### src/rtl/core/qte_pkg.sv
// ----------------------------------------------------------------------------
// qte_pkg
// Shared types and constants of the quintic trajectory evaluator: fixed-point
// formats, pipeline depth, register indexes and the derivative weights.
// ----------------------------------------------------------------------------
`default_nettype none

package qte_pkg;

   // Fixed-point formats
   localparam int FRAC_W = 16;        // fraction bits of time and coefficients
   localparam int RES_W  = 32;        // result width, signed Q16.16
   localparam int LIMB_W = 32;        // operand slice of one partial product
   localparam int WGT_W  = 5;         // headroom for the largest weight (20)

   localparam logic [RES_W-1:0] RES_MAX = {1'b0, {(RES_W-1){1'b1}}};
   localparam logic [RES_W-1:0] RES_MIN = {1'b1, {(RES_W-1){1'b0}}};

   // Pipeline shape: one multiply and one add stage per Horner step,
   // then the saturation stage that feeds the result channel
   localparam int NSTEP = 5;
   localparam int NSTG  = 2 * NSTEP + 1;
   localparam int T_STG = 2 * NSTEP - 2;

   // Coefficient registers
   localparam int NCOEF     = 6;
   localparam int CSR_IDX_W = 3;

   typedef enum logic [CSR_IDX_W-1:0] {
      CSR_COEF_DEG5 = CSR_IDX_W'(0),
      CSR_COEF_DEG4 = CSR_IDX_W'(1),
      CSR_COEF_DEG3 = CSR_IDX_W'(2),
      CSR_COEF_DEG2 = CSR_IDX_W'(3),
      CSR_COEF_DEG1 = CSR_IDX_W'(4),
      CSR_COEF_DEG0 = CSR_IDX_W'(5)
   } csr_index_type;

   // Load enables of the two registers of one Horner step
   typedef struct packed {
      logic mul_en;
      logic add_en;
   } stage_en_type;

   // First-derivative weight of a coefficient
   function automatic logic [WGT_W-1:0] vel_weight(input logic [CSR_IDX_W-1:0] idx);
      case (idx)
         CSR_COEF_DEG5: vel_weight = WGT_W'(5);
         CSR_COEF_DEG4: vel_weight = WGT_W'(4);
         CSR_COEF_DEG3: vel_weight = WGT_W'(3);
         CSR_COEF_DEG2: vel_weight = WGT_W'(2);
         CSR_COEF_DEG1: vel_weight = WGT_W'(1);
         default:       vel_weight = '0;
      endcase
   endfunction

   // Second-derivative weight of a coefficient
   function automatic logic [WGT_W-1:0] acc_weight(input logic [CSR_IDX_W-1:0] idx);
      case (idx)
         CSR_COEF_DEG5: acc_weight = WGT_W'(20);
         CSR_COEF_DEG4: acc_weight = WGT_W'(12);
         CSR_COEF_DEG3: acc_weight = WGT_W'(6);
         CSR_COEF_DEG2: acc_weight = WGT_W'(2);
         default:       acc_weight = '0;
      endcase
   endfunction

endpackage

`default_nettype wire

### src/rtl/core/qte_mac.sv
// ----------------------------------------------------------------------------
// qte_mac
// One Horner step: step_acc = prev_acc * time + (coef << SHIFT) + RND, exact.
// Register 1 holds the limb-by-time partial products, register 2 the sum.
// ----------------------------------------------------------------------------
`default_nettype none

module qte_mac #(
   parameter int IN_W   = 37,
   parameter int OUT_W  = 62,
   parameter int TIME_W = 24,
   parameter int TERM_W = 37,
   parameter int SHIFT  = 16,
   parameter bit ROUND  = 1'b0
) (
   input  wire                         clock,
   input  wire qte_pkg::stage_en_type  en,
   input  wire  signed [IN_W-1:0]      prev_acc,
   input  wire         [TIME_W-1:0]    time_in,
   input  wire  signed [TERM_W-1:0]    term_coef,
   output logic signed [OUT_W-1:0]     step_acc
);

   localparam int LIMB_W  = qte_pkg::LIMB_W;
   localparam int NL      = (IN_W + LIMB_W - 1) / LIMB_W;
   localparam int EXT_W   = NL * LIMB_W;
   localparam int PP_W    = LIMB_W + TIME_W;
   localparam int SUM_W   = EXT_W + LIMB_W + OUT_W;
   localparam int TOP_OFF = (NL - 1) * LIMB_W;
   localparam int TOP_W   = SUM_W - TOP_OFF;
   localparam bit TOP_EVEN = ((NL - 1) % 2) == 0;
   localparam logic [SUM_W-1:0] RND = ROUND ? (SUM_W'(1) << (SHIFT - 1)) : '0;

   logic signed [EXT_W-1:0] acc_ext;
   logic [PP_W-1:0]         pp_in [NL];
   logic [PP_W-1:0]         pp_ff [NL];
   logic [TOP_W-1:0]        top_ext;
   logic [SUM_W-1:0]        even_vec;
   logic [SUM_W-1:0]        odd_vec;
   logic [SUM_W-1:0]        term_vec;
   logic [SUM_W-1:0]        sum_full;
   logic [OUT_W-1:0]        step_acc_in;
   logic [OUT_W-1:0]        step_acc_ff;

   assign acc_ext = EXT_W'(prev_acc);

   // Partial products; only the top limb carries the sign
   always_comb begin
      for (int l = 0; l < NL; l++) begin
         if (l == NL - 1) begin
            pp_in[l] = PP_W'(signed'(acc_ext[l*LIMB_W +: LIMB_W]))
                       * signed'(PP_W'(time_in));
         end else begin
            pp_in[l] = PP_W'(acc_ext[l*LIMB_W +: LIMB_W]) * PP_W'(time_in);
         end
      end
   end

   always_ff @(posedge clock) begin
      if (en.mul_en) begin
         pp_ff <= pp_in;
      end
   end

   // Same-parity products sit 2 limbs apart and never overlap, so each
   // group is a plain concatenation and one add joins the two groups
   assign top_ext = TOP_W'(signed'(pp_ff[NL-1]));

   always_comb begin
      even_vec = '0;
      odd_vec  = '0;
      for (int l = 0; l < NL - 1; l += 2) begin
         even_vec[l*LIMB_W +: PP_W] = pp_ff[l];
      end
      for (int l = 1; l < NL - 1; l += 2) begin
         odd_vec[l*LIMB_W +: PP_W] = pp_ff[l];
      end
      if (TOP_EVEN) begin
         even_vec[TOP_OFF +: TOP_W] = top_ext;
      end else begin
         odd_vec[TOP_OFF +: TOP_W] = top_ext;
      end
   end

   // Coefficient term, with the rounding half-LSB on the last step
   assign term_vec    = (SUM_W'(term_coef) << SHIFT) | RND;
   assign sum_full    = even_vec + odd_vec + term_vec;
   assign step_acc_in = sum_full[OUT_W-1:0];

   always_ff @(posedge clock) begin
      if (en.add_en) begin
         step_acc_ff <= step_acc_in;
      end
   end

   assign step_acc = step_acc_ff;

endmodule

`default_nettype wire

### config.mk
export PLATFORM = sky130hd
export DESIGN_NAME = qte_mac
export DESIGN_NICKNAME = d
export VERILOG_FILES = /design/src/rtl/core/qte_pkg.sv /design/src/rtl/core/qte_mac.sv
export SDC_FILE = /design/constraint.sdc
export NUM_CORES = 2
export LEC_CHECK = 0
export BUFFER_PORTS_ARGS = -buffer_cell sky130_fd_sc_hd__buf_2
export CORE_MARGIN = 3
export CORE_UTILIZATION = 52
export DETAILED_ROUTE_END_ITERATION = 8
export PLACE_DENSITY = 0.72
export SYNTH_ARGS = -nofsm -noshare
export SYNTH_HDL_FRONTEND = slang
export SYNTH_SLANG_ARGS = --single-unit
### constraint.sdc
create_clock -name clock -period 8.8 [get_ports clock]
set_clock_uncertainty 0.15 [all_clocks]
set_input_delay 1.76 -clock clock [delete_from_list [all_inputs] [get_ports clock]]
set_output_delay 1.76 -clock clock [all_outputs]
set_load 0.02 [all_outputs]
==> results.sh <==
export IMPL_yosysTopAreaCell="fa_1"
export IMPL_synth_flop_cell="edfxtp_1"
export IMPL_cp_max_fo=19
export IMPL_route_detailed_drc=0
export IMPL_synth_warnings=0
export IMPL_synth_top_family_by_area="adder cells"
export IMPL_synth_area_leaders="fa_1, edfxtp_1, ha_1"
export IMPL_cts_tree="yes"
export IMPL_worstReg2RegStart="even_vec[35]"
export IMPL_maxCapViolCount=0
export IMPL_synth_compound_area_share_pct=6.55
export IMPL_hold_end="step_acc[11]"
export IMPL_clk_transition_reported_paths_ns=0.07
export IMPL_final_min_clock_period_ns=8.47
export IMPL_ff2ff_path_depth=12
export IMPL_fin_crit_sh_pct=96.3
export IMPL_dr_pass1_iters=5
export IMPL_floorplan_io_pins=163
export IMPL_timing_rr_end="step_acc[56]"
export IMPL_setup_ws_ns=0.330
export IMPL_wl_per_cell_um=18.8
export IMPL_die_h_um=269
export IMPL_grt_total_usage_pct=26.8
export IMPL_synth_xor_area_share_pct=2.97
export IMPL_port_buffers=162
export IMPL_synth_edf_count=148
export IMPL_grt_pass1_wl_mm=151
export IMPL_hold_class="reg2reg"
export IMPL_synth_common_cells="inv_1, fa_1, nand2_1"
export IMPL_layout_nets=5113
export IMPL_root_buffer="clkbuf_16"
export IMPL_initial_core_util_pct=53.0
export IMPL_slew_headroom_pct=32.6
export IMPL_worstSetupEndpointType="flop"
export IMPL_synthesis_area_um2=36000
export IMPL_slew_viol_final=0
export IMPL_synthCells=3783
export IMPL_synth_top_cell_area_share_pct=41.7
export IMPL_finalWirelength_mm=92.1
export IMPL_synth_simple_area_share_pct=15.3
export IMPL_drive_above_1_share_pct=9.60
export IMPL_synthesis_nets=4941
export IMPL_core_area_um2=67900
export IMPL_cts_sinks=148
export IMPL_grt_max_degree=79
export IMPL_ant_nets=0
export IMPL_ys_types=58
export IMPL_drtIter0Drc=1945
export IMPL_yosysSeqAreaShare_pct=12.4
export IMPL_worstPathArrival_ns=8.58
export IMPL_async_flop_share_pct=0
export IMPL_hold_viol=0
export IMPL_worst_ep_required_time_ns=8.91
export IMPL_setup_worst_path_start_class="input pin"
export IMPL_cts_setup_buffers=0
export IMPL_synth_avg_cell_area_um2=9.51
export IMPL_synth_adder_area_share_pct=52.4
export IMPL_setup_viol=0
export IMPL_muxShareOfSynthArea_pct=0
export IMPL_post_drt_via_cell_ratio=5.34
export IMPL_area_growth_pct=9.13
export IMPL_yosysMostFrequentCell="inv_1"
export IMPL_clk_path_buf_depth=2
export IMPL_cts_htree_levels=4
export IMPL_critPathKind="in2reg"
export IMPL_timing_setup_tns_ns=0
export IMPL_rows=95
export IMPL_holdPathStages=0
export IMPL_r2r_slack_ns=4.46
export IMPL_ys_seq_elements=148
export IMPL_dp_slack_ns=-0.0933
export IMPL_cts_made_buffers=17
export IMPL_clk_latency_ns=0.45
export IMPL_fmax_ghz=0.118
export IMPL_antenna_found_initial=7
export IMPL_dpl_hpwl_mm=78.1
export IMPL_grt_overflow_total=0
export IMPL_min_delay_start="even_vec[11]"
export IMPL_status="completed"
export IMPL_vias=26100
export IMPL_dieArea_um2=72400
export IMPL_first_global_vias=27900
export IMPL_worst_pin_slew_ns=1.01
export IMPL_rsz0062_at_grt="no"
export IMPL_place_gp_congestion=0.958
export IMPL_die_w_um=269
## state kept, by name, indices dropped and copies added (netlist names)
signal / cells
even_vec: 56
step_acc: 62
odd_vec: 30
## cells in the final DEF, fill, tap and decap left out, drive strengths merged, types with 7 or more instances in the layout
| cell type | netlist | final |
|---|---|---|
| ha | 307 | 307 |
| and3 | 9 | 9 |
| nor2 | 42 | 42 |
| xnor2 | 79 | 79 |
| o21a | 10 | 10 |
| a21oi | 117 | 117 |
| nor3 | 12 | 12 |
| inv | 815 | 824 |
| nand2 | 488 | 488 |
| nor2b | 12 | 12 |
| nand3 | 20 | 20 |
| o21ai | 64 | 64 |
| nand4 | 12 | 12 |
| nand2b | 32 | 32 |
| o21bai | 24 | 24 |
| buf | 0 | 334 |
| o31ai | 7 | 7 |
| a21o | 65 | 65 |
| fa | 750 | 750 |
| xor2 | 43 | 43 |
| a211oi | 12 | 12 |
| clkbuf | 182 | 18 |
| o211ai | 7 | 7 |
| edfxtp | 148 | 148 |
| and2 | 453 | 453 |
| a31oi | 14 | 14 |
## worst max-delay path, cell delays in order
cell and delay, ns:
buf_2 0.38, buf_4 0.26, and2_1 0.15, fa_1 0.43
fa_1 0.52, inv_1 0.05, fa_1 0.38, fa_1 0.53
fa_1 0.55, inv_1 0.05, fa_1 0.48, inv_1 0.05
fa_1 0.47, inv_1 0.04, ha_1 0.37, and4_1 0.26
nand3_1 0.08, a21o_1 0.23, a21o_1 0.21, o221a_2 0.29
o2111a_1 0.30, nor2_1 0.26, a21o_1 0.16, a21oi_1 0.07
xnor2_1 0.24
## cell families after synthesis
family | after synthesis
AND/OR/NAND/NOR | 1095
buffers and inverters | 997
XOR/XNOR | 122
AO/OA/AOI/OAI | 364
flip-flops | 148
adder cells (fa/ha/maj) | 1057
## how the worst max path moves through the flow
| stage | startpoint | endpoint | slack [ns] | depth (start not counted) |
|---|---|---|---|---|
| 2_1_floorplan | time_in[3] | even_vec[54] | 0.05 | 26 |
| 3_3_place_gp | time_in[8] | even_vec[53] | -0.05 | 25 |
| 3_5_place_dp | time_in[8] | even_vec[53] | -0.09 | 25 |
| 4_1_cts | time_in[5] | even_vec[49] | 0.37 | 28 |
| 5_1_grt | time_in[3] | even_vec[49] | 0.008 | 28 |
| 6_report | time_in[8] | even_vec[53] | 0.33 | 25 |
## repair_timing
action | 4_1_cts | 5_1_grt
gates resized for setup | 0 | 2
hold buffers | 0 | 0
endpoints found under the setup margin | 0 | 1
## cell type report
cell class                 count  area [µm²]
fill                        5717       28600
clock inverter                15         186
multi-input combinational   2638       27800
sequential                   148        4440
antenna                        4        10.0
timing repair buffer         335        2190
inverter                     815        3060
tap                          921        1150
clock buffer                  17         425
## through the flow
step / cell area (µm²) / util [%] / hold slack (ns) / instances
2_1_floorplan: 36000 / - / 0.250 / 3783
3_3_place_gp: 38600 / 56.9 / 0.252 / 4857
3_5_place_dp: 38600 / 56.9 / 0.255 / 4857
4_1_cts: 39200 / 57.8 / 0.267 / 4889
5_1_grt: 39200 / 57.8 / 0.269 / 4889
6_report: 39300 / 57.8 / 0.268 / 4893
## per-layer routing
| layer | vias up | share of wire, % | track usage, % |
|---|---|---|---|
| met5 | - | 0.043 | 0 |
| met1 | 13300 | 43 | 37.1 |
| met2 | 915 | 47 | 44.0 |
| met4 | 6 | 2.4 | 6.87 |
| met3 | 147 | 7.7 | 4.66 |
| li1 | 11800 | - | - |
Power is left out: the tool's default activity adds up to more than one toggle a clock period on the data nets, which glitch-free logic cannot reach.
