==> config.mk <==
export PLATFORM = sky130hd
export DESIGN_NAME = qte_sat
export DESIGN_NICKNAME = d
export VERILOG_FILES = /design/src/rtl/core/qte_pkg.sv /design/src/rtl/core/qte_sat.sv
export SDC_FILE = /design/constraint.sdc
export NUM_CORES = 1
export LEC_CHECK = 0
export BUFFER_PORTS_ARGS = -buffer_cell sky130_fd_sc_hd__buf_2
export CAP_MARGIN = 5
export CORE_AREA = 3 3 74 76
export DETAILED_ROUTE_END_ITERATION = 16
export DIE_AREA = 0 0 77 79
export SLEW_MARGIN = 20
export SYNTH_ARGS = -nofsm -noshare
export SYNTH_HDL_FRONTEND = slang
export SYNTH_SLANG_ARGS = --single-unit
==> constraint.sdc <==
create_clock -name vclk -period 2.45
set_clock_uncertainty 0.15 [all_clocks]
set_input_delay 0.49 -clock vclk [all_inputs]
set_output_delay 0.49 -clock vclk [all_outputs]
set_load 0.1 [all_outputs]
==> src/rtl/core/qte_pkg.sv <==
// ----------------------------------------------------------------------------
// qte_pkg
// Shared types and constants of the quintic trajectory evaluator: fixed-point
// formats, pipeline depth, register indexes and the derivative weights.
// ----------------------------------------------------------------------------
`default_nettype none

package qte_pkg;

   // Fixed-point formats
   localparam int FRAC_W = 16;        // fraction bits of time and coefficients
   localparam int RES_W  = 32;        // result width, signed Q16.16
   localparam int LIMB_W = 32;        // operand slice of one partial product
   localparam int WGT_W  = 5;         // headroom for the largest weight (20)

   localparam logic [RES_W-1:0] RES_MAX = {1'b0, {(RES_W-1){1'b1}}};
   localparam logic [RES_W-1:0] RES_MIN = {1'b1, {(RES_W-1){1'b0}}};

   // Pipeline shape: one multiply and one add stage per Horner step,
   // then the saturation stage that feeds the result channel
   localparam int NSTEP = 5;
   localparam int NSTG  = 2 * NSTEP + 1;
   localparam int T_STG = 2 * NSTEP - 2;

   // Coefficient registers
   localparam int NCOEF     = 6;
   localparam int CSR_IDX_W = 3;

   typedef enum logic [CSR_IDX_W-1:0] {
      CSR_COEF_DEG5 = CSR_IDX_W'(0),
      CSR_COEF_DEG4 = CSR_IDX_W'(1),
      CSR_COEF_DEG3 = CSR_IDX_W'(2),
      CSR_COEF_DEG2 = CSR_IDX_W'(3),
      CSR_COEF_DEG1 = CSR_IDX_W'(4),
      CSR_COEF_DEG0 = CSR_IDX_W'(5)
   } csr_index_type;

   // Load enables of the two registers of one Horner step
   typedef struct packed {
      logic mul_en;
      logic add_en;
   } stage_en_type;

   // First-derivative weight of a coefficient
   function automatic logic [WGT_W-1:0] vel_weight(input logic [CSR_IDX_W-1:0] idx);
      case (idx)
         CSR_COEF_DEG5: vel_weight = WGT_W'(5);
         CSR_COEF_DEG4: vel_weight = WGT_W'(4);
         CSR_COEF_DEG3: vel_weight = WGT_W'(3);
         CSR_COEF_DEG2: vel_weight = WGT_W'(2);
         CSR_COEF_DEG1: vel_weight = WGT_W'(1);
         default:       vel_weight = '0;
      endcase
   endfunction

   // Second-derivative weight of a coefficient
   function automatic logic [WGT_W-1:0] acc_weight(input logic [CSR_IDX_W-1:0] idx);
      case (idx)
         CSR_COEF_DEG5: acc_weight = WGT_W'(20);
         CSR_COEF_DEG4: acc_weight = WGT_W'(12);
         CSR_COEF_DEG3: acc_weight = WGT_W'(6);
         CSR_COEF_DEG2: acc_weight = WGT_W'(2);
         default:       acc_weight = '0;
      endcase
   endfunction

endpackage

`default_nettype wire

==> src/rtl/core/qte_sat.sv <==
// ----------------------------------------------------------------------------
// qte_sat
// Drops the fraction bits of an exact, already rounded accumulator and
// clamps it to signed Q16.16, flagging a clamp.
// ----------------------------------------------------------------------------
`default_nettype none

module qte_sat #(
   parameter int IN_W  = 162,
   parameter int SHIFT = 80
) (
   input  wire  signed [IN_W-1:0]            value_in,
   output logic        [qte_pkg::RES_W-1:0]  value_out,
   output logic                              clamped
);

   localparam int RES_W = qte_pkg::RES_W;
   localparam int EXT_W = IN_W + RES_W + 1;

   logic signed [EXT_W-1:0]          value_ext;
   logic [EXT_W-SHIFT-RES_W:0]       upper;
   logic                             fits;

   assign value_ext = EXT_W'(value_in);

   // Fits when every bit from the result sign upward agrees
   assign upper   = value_ext[EXT_W-1:SHIFT+RES_W-1];
   assign fits    = (&upper) | ~(|upper);
   assign clamped = ~fits;

   always_comb begin
      if (fits) begin
         value_out = value_ext[SHIFT +: RES_W];
      end else if (value_ext[EXT_W-1]) begin
         value_out = qte_pkg::RES_MIN;
      end else begin
         value_out = qte_pkg::RES_MAX;
      end
   end

endmodule

`default_nettype wire

==> summary.md, run 1 <==
| Metric | Value |
|---|---|
| Fillers | `438` |
| Power per cell area | `213 nW/um2` |
| Seq_cells | `0` |
| Status | `finished, violations left` |
| Gr ovfl total | `0` |
| Synth Warn # | `0` |
| CLK BUF | `0` |
| Final std cells w/o fill | `292` |
| Lkg Pwr | `1.04 nW` |
| Via density | `4.25` |
| Crit. End Element | `output pin` |
| Post-synth top area share | `0.407` |
| Setup slack at placement | `-0.603 ns` |
| Final Cell Area | `2430 um2` |
| CP max FO | `7` |
| Port Buffer Count | `115` |
| WL final | `3820 um` |
| Initial Utilization | `0.159` |
| Post-DRT Antenna Nets | `0` |
| Std cell rows | `25` |
| DR iter-0 viols | `22` |
| Slew @ Worst Pin | `0.861 ns` |
| Post-route DRC | `0` |
| Placer congestion estimate | `0.718` |
| Via count | `1,242` |
| Final setup TNS | `-16.30 ns` |
| Fmax | `336 MHz` |
| Core area | `4790 um2` |
| Final Power | `0.518 mW` |
| Total track usage | `0.114` |
| Switching Share | `0.615` |
| Synth top area cells | `mux2i_1, inv_1, nand4_1` |
| Largest area contributor in the netlist | `mux2i_1` |
| Register area | `0 um2` |
| Setup violations, final | `32` |
| Initial antenna violation count | `0` |
| Tcrit/Tclk final | `1.21` |
| Final hold violation count | `0` |
| Nets | `389` |
| Syn Area/Cell | `7.07 um2` |
| Post-Syn Area | `763 um2` |
| Internal Power | `0.199 mW` |
| Max rail drop VDD | `0.111 mV` |
| IO Pins | `195` |
| DP Cell Count | `291` |
| Chip Width | `77 um` |
| Sequential-to-total area share from yosys stat | `0` |
| Critical Path End | `value_out[0]` |
| Post-Syn Instances | `108` |
| Pins Over Slew Limit | `0` |
| Yosys cell types | `15` |
| Post-DP HPWL | `3410 um` |
| Layout cells sized above 1 | `0.729` |
| DR WL/cell | `13.1 um` |
| Failing checks | `negative setup slack` |
| Hold Path Class | `in -> out` |
| Full die area | `6080 um2` |
| Clk pwr share | `0` |
| First-pass GRT wire length | `5740 um` |
| Max-Cap Viols | `0` |
| Hold Buf Count CTS | `0` |
| Combinational share of power | `1.000` |
| Antenna fix cells | `0` |
| Setup crit start | `value_in[123]` |
| Vias in the first global route | `1,206` |
| RSZ-0062 raised after global routing | `yes` |
| Arr. time, crit path | `2.34 ns` |
| Reg power frac | `0` |
| Setup Crit Path Kind | `in -> out` |
| Min Tclk post-route | `2.98 ns` |
| Slew HR | `0.426` |
| CP required | `1.81 ns` |
| Psw | `0.318 mW` |
| Post-Syn Nets | `270` |
| Die height | `79 um` |
| Placed instance area | `2360 um2` |
| Final setup margin | `-0.525 ns` |
| First-pass DRT Iterations | `4` |
| CP Launch Type | `primary input` |
| Hold depth | `4` |
| Largest net degree at the start of global routing | `33` |
| Layout area overhead | `219%` |
Yosys cell counts:
cell,instances
inv_1,31
mux2i_1,31
nand4_1,15
nor4_1,13
clkbuf_1,4
buf_12,3
nand3_1,2
nor3_1,2
buf_6,1
inv_2,1
nand2_1,1
nand2_8,1
nor2_1,1
nor4_2,1
or4_4,1
placed cells by master (no fill, tap or decap), types with 3 or more instances in the layout:
cell / Yosys / layout
buf_12: 3 / 38
buf_2: 0 / 78
buf_4: 0 / 4
buf_6: 1 / 4
inv_1: 31 / 31
mux2i_4: 0 / 31
nand4_1: 15 / 15
nor4_1: 13 / 9
nor4_2: 1 / 3
how the worst min path moves through the flow:
stage	end	slack (ns)	from
detailed placement	value_out[20]	1.25	value_in[100]
global placement	value_out[3]	1.24	value_in[83]
finish	value_out[4]	1.24	value_in[84]
global route	value_out[5]	1.26	value_in[85]
floorplan	value_out[0]	1.13	value_in[80]
CTS	value_out[20]	1.25	value_in[100]
area by class of cell:
class                      count  area, um2  share of cell area
tap                           67       83.8              0.0344
multi-input combinational     68        987               0.405
inverter                      32        123              0.0504
timing repair buffer         125       1240               0.510
cell families after synthesis:
group,after synthesis,share of synthesized area
multiplexers,31,0.407
AND/OR/NAND/NOR,37,0.323
buffers and inverters,40,0.270
what timing repair did:
action                                  in CTS  in global routing
endpoints found under the setup margin      32                 32
endpoints found under the hold margin        0                  0
gates resized for setup                     11                  3
pin swaps                                    5                  2
setup buffers                                0                  1
worst max-delay path: stages:
cell and delay (ns):
buf_2 0.11, nor4_1 0.27, nand2_1 0.10, or4_4 0.58, nand2_8 0.16, buf_12 0.17, mux2i_4 0.25, buf_12 0.20
per-layer routing:
metal / wire, um / track usage / up-vias / part of all wire
met2: 2010 / 0.211 / 61 / 0.53
li1: - / - / 620 / -
met1: 1460 / 0.141 / 557 / 0.38
met5: 0 / 0 / - / 0
met3: 325 / 0.0261 / 4 / 0.085
met4: 24 / 0.00712 / 0 / 0.0063
power groups by stage:
stage                     combinational, mW  sequential, mW  clock, mW
after CTS                             0.520               0          0
after detailed placement              0.513               0          0
final                                 0.518               0          0
after global routing                  0.538               0          0
after floorplan                       0.300               0          0
after global placement                0.507               0          0
per-stage QoR:
step	hold WS (ns)	util
after global placement	1.24	0.493
after detailed placement	1.25	0.493
final	1.24	0.509
after floorplan	1.13	-
after CTS	1.25	0.504
after global routing	1.26	0.509
(Power assumes the default switching activity.)
==> run 2, diff against run 1 <==
Settings changed: GPL_TIMING_DRIVEN set to 0.
==> run 2 against run 1 <==
Against the previous run: first-iteration DRC count shrank 18%; via count grew 3.7%; critical path depth grew 1; worst setup slack lost 0.11 ns; largest cell class unchanged; flip-flop and latch count is the same; global-route usage grew 1.2 points; largest power group unchanged; highest routed layer unchanged; cell count grew 2.4%; die area is the same; sequential share of layout area is the same; total power grew 3.4%; count of clock-buffer cells in the layout is the same; the run still ends with negative setup slack left.
==> summary.md, run 2 (synthesis results as in run 1) <==
| Metric | Value |
|---|---|
| Min Tclk post-route | `3.09 ns` |
| CP peak stage delay | `0.59 ns` |
| Largest net degree at the start of global routing | `11` |
| CP Depth | `9` |
| Hold Path Class | `in -> out` |
| Setup violations, final | `32` |
| Final Cell Area | `2610 um2` |
| Total track usage | `0.126` |
| IO Pins | `195` |
| Layout area overhead | `242%` |
| Lkg Pwr | `1.10 nW` |
| Full die area | `6080 um2` |
| Placed instance area | `1830 um2` |
| Die height | `79 um` |
| Psw | `0.328 mW` |
| Reg power frac | `0` |
| Power per cell area | `205 nW/um2` |
| CP max FO | `5` |
| Core area | `4790 um2` |
| RSZ-0062 raised after global routing | `yes` |
| Final std cells w/o fill | `299` |
| WL final | `4030 um` |
| Met3 Resource Use GR | `0.0567` |
| Post-DRT Antenna Nets | `0` |
| Post-route DRC | `0` |
| Port Buffer Count | `114` |
| Crit. End Element | `output pin` |
| Clk pwr share | `0` |
| Register area | `0 um2` |
| Failing checks | `negative setup slack` |
| Gr ovfl total | `0` |
| Tcrit/Tclk final | `1.26` |
| Vias in the first global route | `1,348` |
| Nets | `396` |
| Max rail drop VDD | `0.116 mV` |
| Pins Over Slew Limit | `0` |
| Commonest non-fill, non-tap cell in the layout | `buf_2` |
| Fmax | `324 MHz` |
| CLK BUF | `0` |
| Slew HR | `0.262` |
| DP Cell Count | `289` |
| Switching Share | `0.612` |
| Chip Width | `77 um` |
| Slew @ Worst Pin | `1.11 ns` |
| First-pass DRT Iterations | `4` |
| Crit path buffers/inverters | `4` |
| Max-Cap Viols | `0` |
| Internal Power | `0.208 mW` |
| Setup slack at placement | `-0.862 ns` |
| Final hold violation count | `0` |
| Std cell rows | `25` |
| Final setup margin | `-0.636 ns` |
| Layout cells sized above 1 | `0.750` |
| Via density | `4.31` |
| Combinational share of power | `1.000` |
| Arr. time, crit path | `2.45 ns` |
| Hold depth | `3` |
| Met2 Track Usage GR | `0.237` |
| Max stage delay cell, worst path | `or4_4` |
| Most used routing layer in global routing | `met2` |
| Initial antenna violation count | `0` |
| Cell Chain, Critical Path | `buf_6 -> nor4_4 -> nand4_1 -> or4_4 -> nand2_8 -> buf_6 -> buf_12 -> mux2i_4 -> buf_12` |
| Status | `finished, violations left` |
| Via count | `1,288` |
| CP required | `1.81 ns` |
| CP Launch Type | `primary input` |
| DR WL/cell | `13.5 um` |
| Initial Utilization | `0.159` |
| Cell class contributing the biggest share of worst-path delay | `simple AND/OR/NAND/NOR gates` |
| Antenna fix cells | `0` |
| Met1 track demand over resource | `0.137` |
| Most frequent cells in the layout | `buf_2, buf_12, inv_1, mux2i_4, buf_6` |
| Placer congestion estimate | `0.661` |
| Seq_cells | `0` |
| DR iter-0 viols | `18` |
| Setup Crit Path Kind | `in -> out` |
| First-pass GRT wire length | `6350 um` |
| Post-DP HPWL | `3020 um` |
## run 2: area by class of cell
cell class         instances  area [um2]
plain buffers              7        68.8
fillers                  424        2180
inverters                 32         123
multi-input cells         68        1050
well taps                 67        83.8
repair buffers           125        1280
## run 2: worst paths after layout
kind / startpoint / end / slack (ns)
max: value_in[160] / value_out[6] / -0.64
min: value_in[161] / value_out[30] / 1.18
## run 2: timing repair
| item | CTS | global route |
|---|---|---|
| buffers inserted | 4 | 7 |
| pin swaps | 5 | 7 |
| resized for setup | 141 | 24 |
| hold buffers | 0 | 0 |
| gates cloned | 2 | 0 |
| setup endpoints to repair | 32 | 32 |
| hold endpoints to repair | 0 | 0 |
## run 2: through the flow
step                      setup TNS (ns)  power, mW  hold slack, ns  utilization
after floorplan                   -19.00      0.300            1.13            -
after global routing              -22.00      0.559            1.21        0.545
after CTS                         -17.80      0.518            1.19        0.517
after detailed placement          -26.18      0.411            1.30        0.382
after global placement            -25.78      0.408            1.30        0.382
final                             -18.93      0.535            1.18        0.545
## run 2: power groups by stage
stage | Clock [mW] | Combinational (mW) | Sequential (mW)
after floorplan | 0 | 0.300 | 0
after global routing | 0 | 0.559 | 0
after detailed placement | 0 | 0.411 | 0
after CTS | 0 | 0.518 | 0
final | 0 | 0.535 | 0
after global placement | 0 | 0.408 | 0
## run 2: routing by layer
| metal | vias up | wire length (um) |
|---|---|---|
| met5 | - | 0 |
| met4 | 0 | 16 |
| met3 | 2 | 544 |
| met2 | 61 | 2250 |
| met1 | 589 | 1230 |
| li1 | 636 | - |
## run 2: worst min-delay path, delay by kind of cell
kind	cells	cell delay (ns)
multiplexers	1	0.07
buffers and inverters	2	0.27
==> run 3, diff against run 2 <==
Settings changed: PLACE_DENSITY set to 0.64.
==> run 3 against run 2 <==
Against the previous run: the flow still finishes with violations (negative setup slack); sequential share of layout area is the same; total power shrank 0.17%; non-clock buffer count fell by 4.
==> summary.md, run 3 (synthesis results as in run 1) <==
| Metric | Value |
|---|---|
| Status | `finished, violations left` |
| Failing checks | `negative setup slack` |
| Antenna fix cells | `0` |
| Crit. End Element | `output pin` |
| Final Power | `0.534 mW` |
| Post-DRT Antenna Nets | `0` |
| First-pass GRT wire length | `6050 um` |
| CP required | `1.81 ns` |
| Hold Buf Count CTS | `0` |
| Register area | `0 um2` |
| Fillers | `408` |
| Post-route DRC | `0` |
| Post-DP HPWL | `2890 um` |
| Chip Width | `77 um` |
| DR WL/cell | `13.1 um` |
| Hold depth | `3` |
| Die height | `79 um` |
| Via density | `4.42` |
| Final Cell Area | `2580 um2` |
| Initial antenna violation count | `0` |
| Max-Cap Viols | `0` |
| Vias in the first global route | `1,293` |
| Setup Crit Path Kind | `in -> out` |
| Layout area overhead | `239%` |
| Arr. time, crit path | `2.35 ns` |
| Setup crit start | `value_in[152]` |
| Lkg Pwr | `1.08 nW` |
| Tcrit/Tclk final | `1.22` |
| Port Buffer Count | `114` |
| Core area | `4790 um2` |
| Setup violations, final | `32` |
| Hold path start | `value_in[161]` |
| Nets | `392` |
| Via count | `1,305` |
| Gr ovfl total | `0` |
| DR iter-0 viols | `12` |
| First-pass DRT Iterations | `2` |
| Slew @ Worst Pin | `1.12 ns` |
| Total track usage | `0.117` |
| Final setup margin | `-0.542 ns` |
| WL final | `3870 um` |
| Std cell rows | `25` |
| Final setup TNS | `-16.33 ns` |
| Final hold violation count | `0` |
| IO Pins | `195` |
| Hold Worst Slack | `1.19 ns` |
| Layout cells sized above 1 | `0.746` |
| Full die area | `6080 um2` |
| Pins Over Slew Limit | `0` |
| Power per cell area | `207 nW/um2` |
| Min Tclk post-route | `2.99 ns` |
| Setup slack at placement | `-0.865 ns` |
| Hold Path Class | `in -> out` |
| Initial Utilization | `0.159` |
| Commonest non-fill, non-tap cell in the layout | `buf_2` |
| Placer congestion estimate | `0.670` |
| Max rail drop VDD | `0.0964 mV` |
| Multi-input logic area | `1050 um2` |
| Largest net degree at the start of global routing | `11` |
| Fmax | `334 MHz` |
| CP max FO | `8` |
| Seq_cells | `0` |
| Slew HR | `0.252` |
| RSZ-0062 raised after global routing | `yes` |
| Most frequent cells in the layout | `buf_2, buf_12, inv_1, mux2i_4, nand4_1` |
| CP Launch Type | `primary input` |
| Placed instance area | `1830 um2` |
| CLK BUF | `0` |
## run 3: cell count changes in the layout (fill, tap and decap cells not counted)
cell	change
clkbuf_16	+2
buf_6	-4
buf_12	-5
buf_16	+2
buf_8	+1
## run 3: through the flow
step / instances / utilization
2_1_floorplan: 108 / -
3_3_place_gp: 289 / 0.382
3_5_place_dp: 289 / 0.382
4_1_cts: 293 / 0.520
5_1_grt: 295 / 0.540
6_report: 295 / 0.540
## run 3: layout make-up
| type | instances | area share |
|---|---|---|
| Multi-Input combinational cell | 68 | 0.408 |
| Tap cell | 67 | 0.0324 |
| Inverter | 32 | 0.0475 |
| Buffer | 8 | 0.0373 |
| Timing Repair Buffer | 120 | 0.475 |
## run 3: path summary, 6_finish.rpt
kind                         to
setup / recovery  value_out[18]
hold / removal    value_out[30]
## run 3: power breakdown
group	internal, mW	switching [mW]
clock	0	0
combinational	0.208	0.326
sequential	0	0
total	0.208	0.326
## run 3: what timing repair did
item / CTS / global route
buffers inserted: 3 / 0
pin swaps: 2 / 1
cloned: 1 / 2
gates resized for setup: 149 / 7
setup endpoints to repair: 32 / 32
## run 3: per-layer routing
metal,part of all wire,vias up,GRT usage
met3,0.067,0,0.0125
met4,0,0,0
met1,0.34,616,0.125
met2,0.59,60,0.257
met5,0,-,0
li1,-,629,-
## run 3: critical path: stages
cell and delay, ns:
buf_2 0.12, nor4_4 0.24, nand4_1 0.13, or4_4 0.54
nand2_8 0.16, clkbuf_16 0.20, mux2i_4 0.25, buf_12 0.20
